## config.mk

```make
export PLATFORM = sky130hd
export DESIGN_NAME = escape_sequence_token_decoder_core
export DESIGN_NICKNAME = d
export VERILOG_FILES = /design/src/hdl/esd_pkg.sv /design/src/hdl/escape_sequence_token_decoder_core.sv /design/src/hdl/esd_step.sv /design/src/hdl/esd_queue.sv
export SDC_FILE = /design/constraint.sdc
export NUM_CORES = 1
export LEC_CHECK = 0
export ABC_AREA = 1
export BUFFER_PORTS_ARGS = -buffer_cell sky130_fd_sc_hd__buf_2
export CORE_MARGIN = 4
export CORE_UTILIZATION = 30
export CTS_BUF_LIST = sky130_fd_sc_hd__clkbuf_4
export DETAILED_ROUTE_END_ITERATION = 12
export SETUP_SLACK_MARGIN = 0.05
export SLEW_MARGIN = 30
export SYNTH_ARGS = -nofsm -noshare
export SYNTH_HDL_FRONTEND = slang
export SYNTH_HIERARCHICAL = 1
export SYNTH_SLANG_ARGS = --single-unit
export TNS_END_PERCENT = 50
```

## constraint.sdc

```tcl
create_clock -name i_clk -period 6.17 [get_ports i_clk]
set_input_delay 1.851 -clock i_clk [delete_from_list [all_inputs] [get_ports i_clk]]
set_output_delay 1.851 -clock i_clk [all_outputs]
set_load 0.03 [all_outputs]
```

## src/hdl/esd_pkg.sv

```systemverilog
// Shared types, constants and character helpers for the escape sequence token decoder.
`timescale 1ns / 1ps
`default_nettype none
package esd_pkg;

    localparam int OCTAL_DIGITS = 3;
    localparam int HEX_DIGITS   = 2;

    localparam int QUEUE_DEPTH = 4;
    localparam int QPTR_W      = $clog2(QUEUE_DEPTH);
    localparam int QCNT_W      = $clog2(QUEUE_DEPTH + 1);

    localparam logic [7:0] CH_BSLASH = 8'h5C;
    localparam logic [7:0] CH_ZERO   = 8'h30;
    localparam logic [7:0] CH_NINE   = 8'h39;
    localparam logic [7:0] CH_X      = 8'h78;
    localparam logic [7:0] CH_LC_A   = 8'h61;
    localparam logic [7:0] CH_LC_B   = 8'h62;
    localparam logic [7:0] CH_LC_F   = 8'h66;
    localparam logic [7:0] CH_LC_N   = 8'h6E;
    localparam logic [7:0] CH_LC_R   = 8'h72;
    localparam logic [7:0] CH_LC_T   = 8'h74;
    localparam logic [7:0] CH_LC_V   = 8'h76;
    localparam logic [7:0] CH_UC_A   = 8'h41;
    localparam logic [7:0] CH_UC_F   = 8'h46;
    localparam logic [7:0] CH_SPACE  = 8'h20;
    localparam logic [7:0] CH_HT     = 8'h09;
    localparam logic [7:0] CH_CR     = 8'h0D;

    localparam logic [7:0] CODE_BEL = 8'h07;
    localparam logic [7:0] CODE_BS  = 8'h08;
    localparam logic [7:0] CODE_FF  = 8'h0C;
    localparam logic [7:0] CODE_LF  = 8'h0A;
    localparam logic [7:0] CODE_CR  = 8'h0D;
    localparam logic [7:0] CODE_HT  = 8'h09;
    localparam logic [7:0] CODE_VT  = 8'h0B;

    typedef enum logic [4:0] {
        MODE_IDLE  = 5'b00001,
        MODE_TOKEN = 5'b00010,
        MODE_ESC   = 5'b00100,
        MODE_OCT   = 5'b01000,
        MODE_HEX   = 5'b10000
    } t_mode;

    typedef struct packed {
        logic [7:0] out_byte;
        logic       token_end;
        logic       last_of_run;
    } t_res;

    function automatic logic is_white(input logic [7:0] c);
        is_white = (c == CH_SPACE) || ((c >= CH_HT) && (c <= CH_CR));
    endfunction

    // {valid, value}
    function automatic logic [4:0] hex_digit(input logic [7:0] c);
        logic [7:0] t;
        t = 8'd0;
        hex_digit = 5'd0;
        if ((c >= CH_ZERO) && (c <= CH_NINE)) begin
            t = c - CH_ZERO;
            hex_digit = {1'b1, t[3:0]};
        end else if ((c >= CH_LC_A) && (c <= CH_LC_F)) begin
            t = c - CH_LC_A + 8'd10;
            hex_digit = {1'b1, t[3:0]};
        end else if ((c >= CH_UC_A) && (c <= CH_UC_F)) begin
            t = c - CH_UC_A + 8'd10;
            hex_digit = {1'b1, t[3:0]};
        end
    endfunction

endpackage
`default_nettype wire

```

## src/hdl/escape_sequence_token_decoder_core.sv

```systemverilog
// Top level of the escape sequence token decoder.
// Takes one raw byte per transaction and returns decoded token bytes and
// end-of-token markers, one result per transaction, with last_of_run set on the
// final result of each input byte. A byte is accepted every cycle unless
// o_in_stall is raised; it is held in the input register, decoded there, and
// its results go into the four-entry result queue, whose head drives the
// output and sets the throughput: the output side moves one result per cycle
// while i_out_stall is low, so a byte that ends a numeric escape early and
// yields two results takes two output transfers, and input stall rises once
// the queue has fewer than two free entries. No clearing pass after reset.
`timescale 1ns / 1ps
`default_nettype none
module escape_sequence_token_decoder_core (
    input  wire logic       i_clk,
    input  wire logic       i_rst_n,
    input  wire logic       i_in_valid,
    output logic            o_in_stall,
    input  wire logic [7:0] i_in_byte,
    input  wire logic       i_end_of_stream,
    output logic            o_out_valid,
    input  wire logic       i_out_stall,
    output logic [7:0]      o_out_byte,
    output logic            o_token_end,
    output logic            o_last_of_run
);

    logic           r_in_valid;
    logic [7:0]     r_in_byte;
    logic           r_in_eos;
    logic           room;
    logic           fire;
    logic [1:0]     res_cnt;
    logic [1:0]     push_cnt;
    esd_pkg::t_res  res0, res1, head;

    assign fire       = r_in_valid && room;
    assign o_in_stall = r_in_valid && !room;
    assign push_cnt   = fire ? res_cnt : 2'd0;

    always_ff @(posedge i_clk) begin
        if (!i_rst_n) begin
            r_in_valid <= 1'b0;
        end else if (!o_in_stall) begin
            r_in_valid <= i_in_valid;
        end
    end

    always_ff @(posedge i_clk) begin
        if (i_in_valid && !o_in_stall) begin
            r_in_byte <= i_in_byte;
            r_in_eos  <= i_end_of_stream;
        end
    end

    esd_step u_step (
        .i_clk     (i_clk),
        .i_rst_n   (i_rst_n),
        .i_fire    (fire),
        .i_in_byte (r_in_byte),
        .i_eos     (r_in_eos),
        .o_res0    (res0),
        .o_res1    (res1),
        .o_count   (res_cnt)
    );

    esd_queue u_queue (
        .i_clk      (i_clk),
        .i_rst_n    (i_rst_n),
        .i_push_cnt (push_cnt),
        .i_res0     (res0),
        .i_res1     (res1),
        .o_room     (room),
        .o_valid    (o_out_valid),
        .i_stall    (i_out_stall),
        .o_head     (head)
    );

    assign o_out_byte    = head.out_byte;
    assign o_token_end   = head.token_end;
    assign o_last_of_run = head.last_of_run;

endmodule
`default_nettype wire

```

## src/hdl/esd_step.sv

```systemverilog
// Per-byte decode step: parser state registers and the result logic for one input byte.
`timescale 1ns / 1ps
`default_nettype none
module esd_step (
    input  wire logic          i_clk,
    input  wire logic          i_rst_n,
    input  wire logic          i_fire,
    input  wire logic [7:0]    i_in_byte,
    input  wire logic          i_eos,
    output esd_pkg::t_res      o_res0,
    output esd_pkg::t_res      o_res1,
    output logic [1:0]         o_count
);

    esd_pkg::t_mode r_mode, n_mode;
    logic [1:0]     r_digit_count, n_digit_count;
    logic [8:0]     r_escape_value, n_escape_value;
    logic           r_octal_stopped, n_octal_stopped;

    // token byte handling
    logic           tb_emit;
    logic           tb_end;
    esd_pkg::t_mode tb_mode;

    // numeric escape flush (first) and token byte (second)
    logic           a_emit;
    logic [7:0]     a_byte;
    logic           b_emit;
    logic           b_end;
    logic [7:0]     b_byte;

    logic [4:0]     hx;
    logic [3:0]     dig;
    logic           dig_ok;
    logic [2:0]     cnt;
    logic [2:0]     lim;
    logic [8:0]     val;

    always_comb begin
        tb_emit = 1'b1;
        tb_end  = 1'b0;
        tb_mode = esd_pkg::MODE_TOKEN;
        if (i_eos || esd_pkg::is_white(i_in_byte)) begin
            tb_end  = 1'b1;
            tb_mode = esd_pkg::MODE_IDLE;
        end else if (i_in_byte == esd_pkg::CH_BSLASH) begin
            tb_emit = 1'b0;
            tb_mode = esd_pkg::MODE_ESC;
        end
    end

    always_comb begin
        hx     = esd_pkg::hex_digit(i_in_byte);
        dig    = hx[3:0];
        dig_ok = 1'b0;
        if (!i_eos) begin
            if (r_mode == esd_pkg::MODE_OCT) begin
                dig_ok = (i_in_byte >= esd_pkg::CH_ZERO) && (i_in_byte <= esd_pkg::CH_NINE);
            end else begin
                dig_ok = hx[4];
            end
        end
        lim = (r_mode == esd_pkg::MODE_OCT) ? 3'(esd_pkg::OCTAL_DIGITS)
                                             : 3'(esd_pkg::HEX_DIGITS);
        cnt = {1'b0, r_digit_count} + 3'd1;
        val = r_escape_value;
        if (r_mode == esd_pkg::MODE_OCT) begin
            if (!dig[3] && !r_octal_stopped) begin
                val = {r_escape_value[5:0], dig[2:0]};
            end
        end else begin
            val = {r_escape_value[4:0], dig};
        end
    end

    always_comb begin
        n_mode          = r_mode;
        n_digit_count   = r_digit_count;
        n_escape_value  = r_escape_value;
        n_octal_stopped = r_octal_stopped;
        a_emit = 1'b0;
        a_byte = r_escape_value[7:0];
        b_emit = 1'b0;
        b_end  = 1'b0;
        b_byte = i_in_byte;
        unique case (r_mode)
            esd_pkg::MODE_TOKEN: begin
                b_emit = tb_emit;
                b_end  = tb_end;
                n_mode = tb_mode;
            end
            esd_pkg::MODE_ESC: begin
                b_emit = 1'b1;
                n_mode = esd_pkg::MODE_TOKEN;
                if (i_eos) begin
                    b_end  = 1'b1;
                    n_mode = esd_pkg::MODE_IDLE;
                end else begin
                    case (i_in_byte)
                        esd_pkg::CH_LC_A: b_byte = esd_pkg::CODE_BEL;
                        esd_pkg::CH_LC_B: b_byte = esd_pkg::CODE_BS;
                        esd_pkg::CH_LC_F: b_byte = esd_pkg::CODE_FF;
                        esd_pkg::CH_LC_N: b_byte = esd_pkg::CODE_LF;
                        esd_pkg::CH_LC_R: b_byte = esd_pkg::CODE_CR;
                        esd_pkg::CH_LC_T: b_byte = esd_pkg::CODE_HT;
                        esd_pkg::CH_LC_V: b_byte = esd_pkg::CODE_VT;
                        esd_pkg::CH_ZERO, esd_pkg::CH_X: begin
                            b_emit          = 1'b0;
                            n_mode          = (i_in_byte == esd_pkg::CH_ZERO) ?
                                              esd_pkg::MODE_OCT : esd_pkg::MODE_HEX;
                            n_digit_count   = 2'd0;
                            n_escape_value  = 9'd0;
                            n_octal_stopped = 1'b0;
                        end
                        default: b_byte = i_in_byte;
                    endcase
                end
            end
            esd_pkg::MODE_OCT, esd_pkg::MODE_HEX: begin
                if (!dig_ok) begin
                    a_emit = 1'b1;
                    b_emit = tb_emit;
                    b_end  = tb_end;
                    n_mode = tb_mode;
                end else begin
                    n_escape_value = val;
                    if ((r_mode == esd_pkg::MODE_OCT) && dig[3]) begin
                        n_octal_stopped = 1'b1;
                    end
                    if (cnt >= lim) begin
                        n_digit_count = 2'd0;
                        a_emit        = 1'b1;
                        a_byte        = val[7:0];
                        n_mode        = esd_pkg::MODE_TOKEN;
                    end else begin
                        n_digit_count = cnt[1:0];
                    end
                end
            end
            default: begin
                n_mode = esd_pkg::MODE_IDLE;
                if (!i_eos && !esd_pkg::is_white(i_in_byte)) begin
                    b_emit = tb_emit;
                    n_mode = tb_mode;
                end
            end
        endcase
    end

    always_comb begin
        o_res0  = '0;
        o_res1  = '0;
        o_count = {1'b0, a_emit} + {1'b0, b_emit};
        if (a_emit) begin
            o_res0.out_byte    = a_byte;
            o_res0.last_of_run = !b_emit;
            o_res1.out_byte    = b_end ? 8'd0 : b_byte;
            o_res1.token_end   = b_end;
            o_res1.last_of_run = 1'b1;
        end else begin
            o_res0.out_byte    = b_end ? 8'd0 : b_byte;
            o_res0.token_end   = b_end;
            o_res0.last_of_run = 1'b1;
        end
    end

    always_ff @(posedge i_clk) begin
        if (!i_rst_n) begin
            r_mode          <= esd_pkg::MODE_IDLE;
            r_digit_count   <= 2'd0;
            r_escape_value  <= 9'd0;
            r_octal_stopped <= 1'b0;
        end else if (i_fire) begin
            r_mode          <= n_mode;
            r_digit_count   <= n_digit_count;
            r_escape_value  <= n_escape_value;
            r_octal_stopped <= n_octal_stopped;
        end
    end

endmodule
`default_nettype wire

```

## src/hdl/esd_queue.sv

```systemverilog
// Result queue: takes up to two results per cycle, hands out one per transaction.
`timescale 1ns / 1ps
`default_nettype none
module esd_queue (
    input  wire logic          i_clk,
    input  wire logic          i_rst_n,
    input  wire logic [1:0]    i_push_cnt,
    input  wire esd_pkg::t_res i_res0,
    input  wire esd_pkg::t_res i_res1,
    output logic               o_room,
    output logic               o_valid,
    input  wire logic          i_stall,
    output esd_pkg::t_res      o_head
);

    esd_pkg::t_res                    r_mem [esd_pkg::QUEUE_DEPTH];
    logic [esd_pkg::QPTR_W-1:0]       r_wp, r_rp;
    logic [esd_pkg::QCNT_W-1:0]       r_cnt, n_cnt;
    logic                             pop;
    logic [esd_pkg::QPTR_W-1:0]       wp1;

    assign o_valid = (r_cnt != '0);
    assign o_head  = r_mem[r_rp];
    assign pop     = o_valid && !i_stall;
    assign o_room  = (r_cnt <= esd_pkg::QCNT_W'(esd_pkg::QUEUE_DEPTH - 2));
    assign wp1     = r_wp + esd_pkg::QPTR_W'(1);
    assign n_cnt   = r_cnt + esd_pkg::QCNT_W'(i_push_cnt) - esd_pkg::QCNT_W'(pop);

    always_ff @(posedge i_clk) begin
        if (i_push_cnt != 2'd0) begin
            r_mem[r_wp] <= i_res0;
        end
        if (i_push_cnt == 2'd2) begin
            r_mem[wp1] <= i_res1;
        end
    end

    always_ff @(posedge i_clk) begin
        if (!i_rst_n) begin
            r_wp  <= '0;
            r_rp  <= '0;
            r_cnt <= '0;
        end else begin
            r_wp  <= r_wp + esd_pkg::QPTR_W'(i_push_cnt);
            r_rp  <= r_rp + esd_pkg::QPTR_W'(pop);
            r_cnt <= n_cnt;
        end
    end

endmodule
`default_nettype wire

```

==> impl_metrics.json <==
{
  "outcome": "finished clean",
  "row_count": 46,
  "die_h_um": 135,
  "worstPathMaxFanout": 21,
  "p_per_area_nw_per_um2": 252,
  "min-delay-path-class": "reg -> reg",
  "first_pass_iters": 5,
  "cp_cell_sequence": "inv_1 -> nand2_1 -> or2_1 -> nor2_1 -> buf_4 -> ha_1 -> o21a_1 -> nor2_1 -> inv_1 -> o21ai_4 -> inv_1 -> ha_1 -> inv_1 -> nor2_1 -> nor2_8 -> nand3_2 -> o31ai_1 -> buf_4",
  "num_vias": 4169,
  "rsz0062_at_grt": "false",
  "viasPerCell": 4.80,
  "cp_slowest_cell": "o21ai_4",
  "drt.antenna.violating_nets": 0,
  "cts_tree": "built",
  "ir_worst_vdd_v": 0.000135,
  "postCtsSetupRepairBufs": 0,
  "final_max_slew_viol_count": 0,
  "top_level_ports": 25,
  "seq_power_share": 0.447,
  "dp.final_hpwl_mm": 9.43,
  "syn_avg_cell_area_um2": 7.69,
  "synth.distinct_cells": 42,
  "portBuffers": 24,
  "drt-total-wl_mm": 12.2,
  "start_util": 0.305,
  "drtIter0Drc": 356,
  "nets": 673,
  "synth-edff-count": 49,
  "final_common_cell": "nand2_1",
  "syn_nets": 652,
  "ys_ff_latch": 73,
  "slowest_delay_ns": 0.43,
  "overflow": 0,
  "timing.fmax_mhz": 235,
  "fin_worst_skew_ns": 0.0264,
  "hold_viol": 0,
  "path_buf_inv": 6,
  "p_int_uw": 810,
  "yosysSeqAreaShare": 0.406,
  "syn_inst": 625,
  "clock-sinks": 73,
  "track_usage": 0.137,
  "setup_viol": 0,
  "core_area_um2": 15800,
  "slew_headroom": 0.571,
  "n_fill_cell": 1695,
  "cts_buffers": 9,
  "period_share": 0.690,
  "power.switching_uw": 507,
  "postCtsHoldBufs": 0,
  "period_needed_ns": 4.26,
  "synth-main-ff-cell": "edfxtp_1",
  "async_flop_share": 0,
  "crit_top_cell": "inv_1",
  "drive_gt1_frac": 0.158,
  "clk_pin_slew_ns": 0.13,
  "grt_pass1_vias": 3794,
  "p_sw_frac": 0.385,
  "combPwrFrac": 0.324,
  "cap_violations": 0,
  "total_power_mw": 1.32,
  "clock_latency_ns": 0.45,
  "grt_max_degree": 23,
  "leakage_nw": 2.17,
  "antenna_found_initial": 1,
  "multiInputGateArea_um2": 2390,
  "drcViolationCount": 0,
  "die_area_um2": 18100,
  "grt_pass1_wl_mm": 19.4,
  "cp-end-kind": "flip-flop",
  "final_cell_mix": "nand2_1 (159), inv_1 (70), nor2_1 (57), edfxtp_1 (49), nand3_1 (44)",
  "arrival_ns": 4.46,
  "syn_to_final_growth_pct": 8.62,
  "die_w_um": 135,
  "clockRootBuffer": "clkbuf_4",
  "avgRoutedWirePerCell_um": 14.0,
  "cts_buffer_depth": 2,
  "worstMarginPinSlew_ns": 0.642,
  "cp.required_ns": 6.38,
  "yosys_warnings": 6,
  "setup-tns-final_ns": 0,
  "critical_path_class": "reg -> reg",
  "synth_area_um2": 4810,
  "gp_congestion": 0.866,
  "htree_num_levels": 3,
  "path_delay_family": "simple AND/OR/NAND/NOR gates",
  "regArea_um2": 1950,
  "startpoint_type": "flip-flop",
  "ctsResizeCount": 0,
  "p_clk_frac": 0.229
}
sequential cells by signal, indices dropped and copies added (netlist names):
register,cells
r_in_valid,1
u_step/r_octal_stopped,1
u_queue/r_wp,2
u_step/r_mode,5
u_queue/r_mem,40
r_in_byte,8
u_step/r_escape_value,8
u_queue/r_rp,2
r_in_eos,1
u_step/r_digit_count,2
u_queue/r_cnt,3
stage by stage:
step           setup slack, ns   util  instance area [µm²]  instances  hold WS [ns]
6_report                  1.91  0.331                 5220        868         0.490
5_1_grt                   1.56  0.331                 5220        868         0.515
4_1_cts                   1.88  0.331                 5220        867         0.494
3_5_place_dp              1.90  0.322                 5080        851         0.473
3_3_place_gp              2.01  0.322                 5080        851         0.461
2_1_floorplan             1.89      -                 4810        625         0.440
path summary, 6_finish.rpt:
check	to	startpoint	cells past startpoint	slack (ns)
setup reg to reg	u_queue/r_mem[2][4]$_DFFE_PP_	u_step/r_mode[0]$_SDFFE_PN1P_	18	1.91
setup / recovery	u_queue/r_mem[2][4]$_DFFE_PP_	u_step/r_mode[0]$_SDFFE_PN1P_	18	1.91
hold / removal	u_step/r_escape_value[0]$_SDFFE_PN0P_	u_step/r_escape_value[0]$_SDFFE_PN0P_	2	0.49
hold reg to reg	u_step/r_escape_value[0]$_SDFFE_PN0P_	u_step/r_escape_value[0]$_SDFFE_PN0P_	2	0.49
power groups by stage:
stage / Sequential, mW / Clock [mW] / Combinational (mW)
floorplan: 0.589 / 0 / 0.322
global placement: 0.599 / 0 / 0.429
global route: 0.592 / 0.334 / 0.478
detailed placement: 0.599 / 0 / 0.429
CTS: 0.588 / 0.312 / 0.430
finish: 0.588 / 0.302 / 0.427
layout make-up:
class / instances / area share
antenna: 1 / 0.000479
sequential: 73 / 0.374
timing repair buffer: 30 / 0.0316
inverter: 81 / 0.0587
clock buffer: 9 / 0.0129
tap: 216 / 0.0518
clock inverter: 7 / 0.0134
multi-input combinational: 451 / 0.457
Yosys cell counts, types with 7 or more instances:
| library cell | number | area [µm²] |
|---|---|---|
| nand2_1 | 159 | 597 |
| nand3_2 | 7 | 70.1 |
| ha_1 | 13 | 163 |
| edfxtp_1 | 49 | 1470 |
| inv_2 | 10 | 37.5 |
| nor2_1 | 57 | 214 |
| nand4_1 | 10 | 62.6 |
| buf_6 | 10 | 113 |
| o21ai_0 | 34 | 170 |
| dfxtp_1 | 24 | 480 |
| o21ai_2 | 20 | 175 |
| o22ai_1 | 11 | 68.8 |
| inv_1 | 70 | 263 |
| a21oi_1 | 28 | 140 |
| nand3_1 | 44 | 220 |
| o21ai_1 | 29 | 145 |
worst min-delay path: stages, from the launching register on:
cell and delay [ns]:
dfxtp_1 0.34, nand2_1 0.06, a21oi_1 0.05
per-layer routing:
metal / vias up / GRT usage / share of wire
li1: 2124 / - / -
met1: 1851 / 0.179 / 0.46
met2: 161 / 0.215 / 0.45
met3: 33 / 0.0317 / 0.057
met4: 0 / 0.0684 / 0.034
met5: - / 0 / 0
logic make-up (layout without fill, tap and decap cells):
logic type,count (synthesis),count (layout),synth area share
flip-flops,73,73,0.406
buffers and inverters,101,127,0.0973
other,0,1,0
AO/OA/AOI/OAI,135,135,0.169
AND/OR/NAND/NOR,299,299,0.284
XOR/XNOR,3,3,0.00547
adder cells (fa/ha/maj),14,14,0.0380
Power figures use the tool's default switching activity.
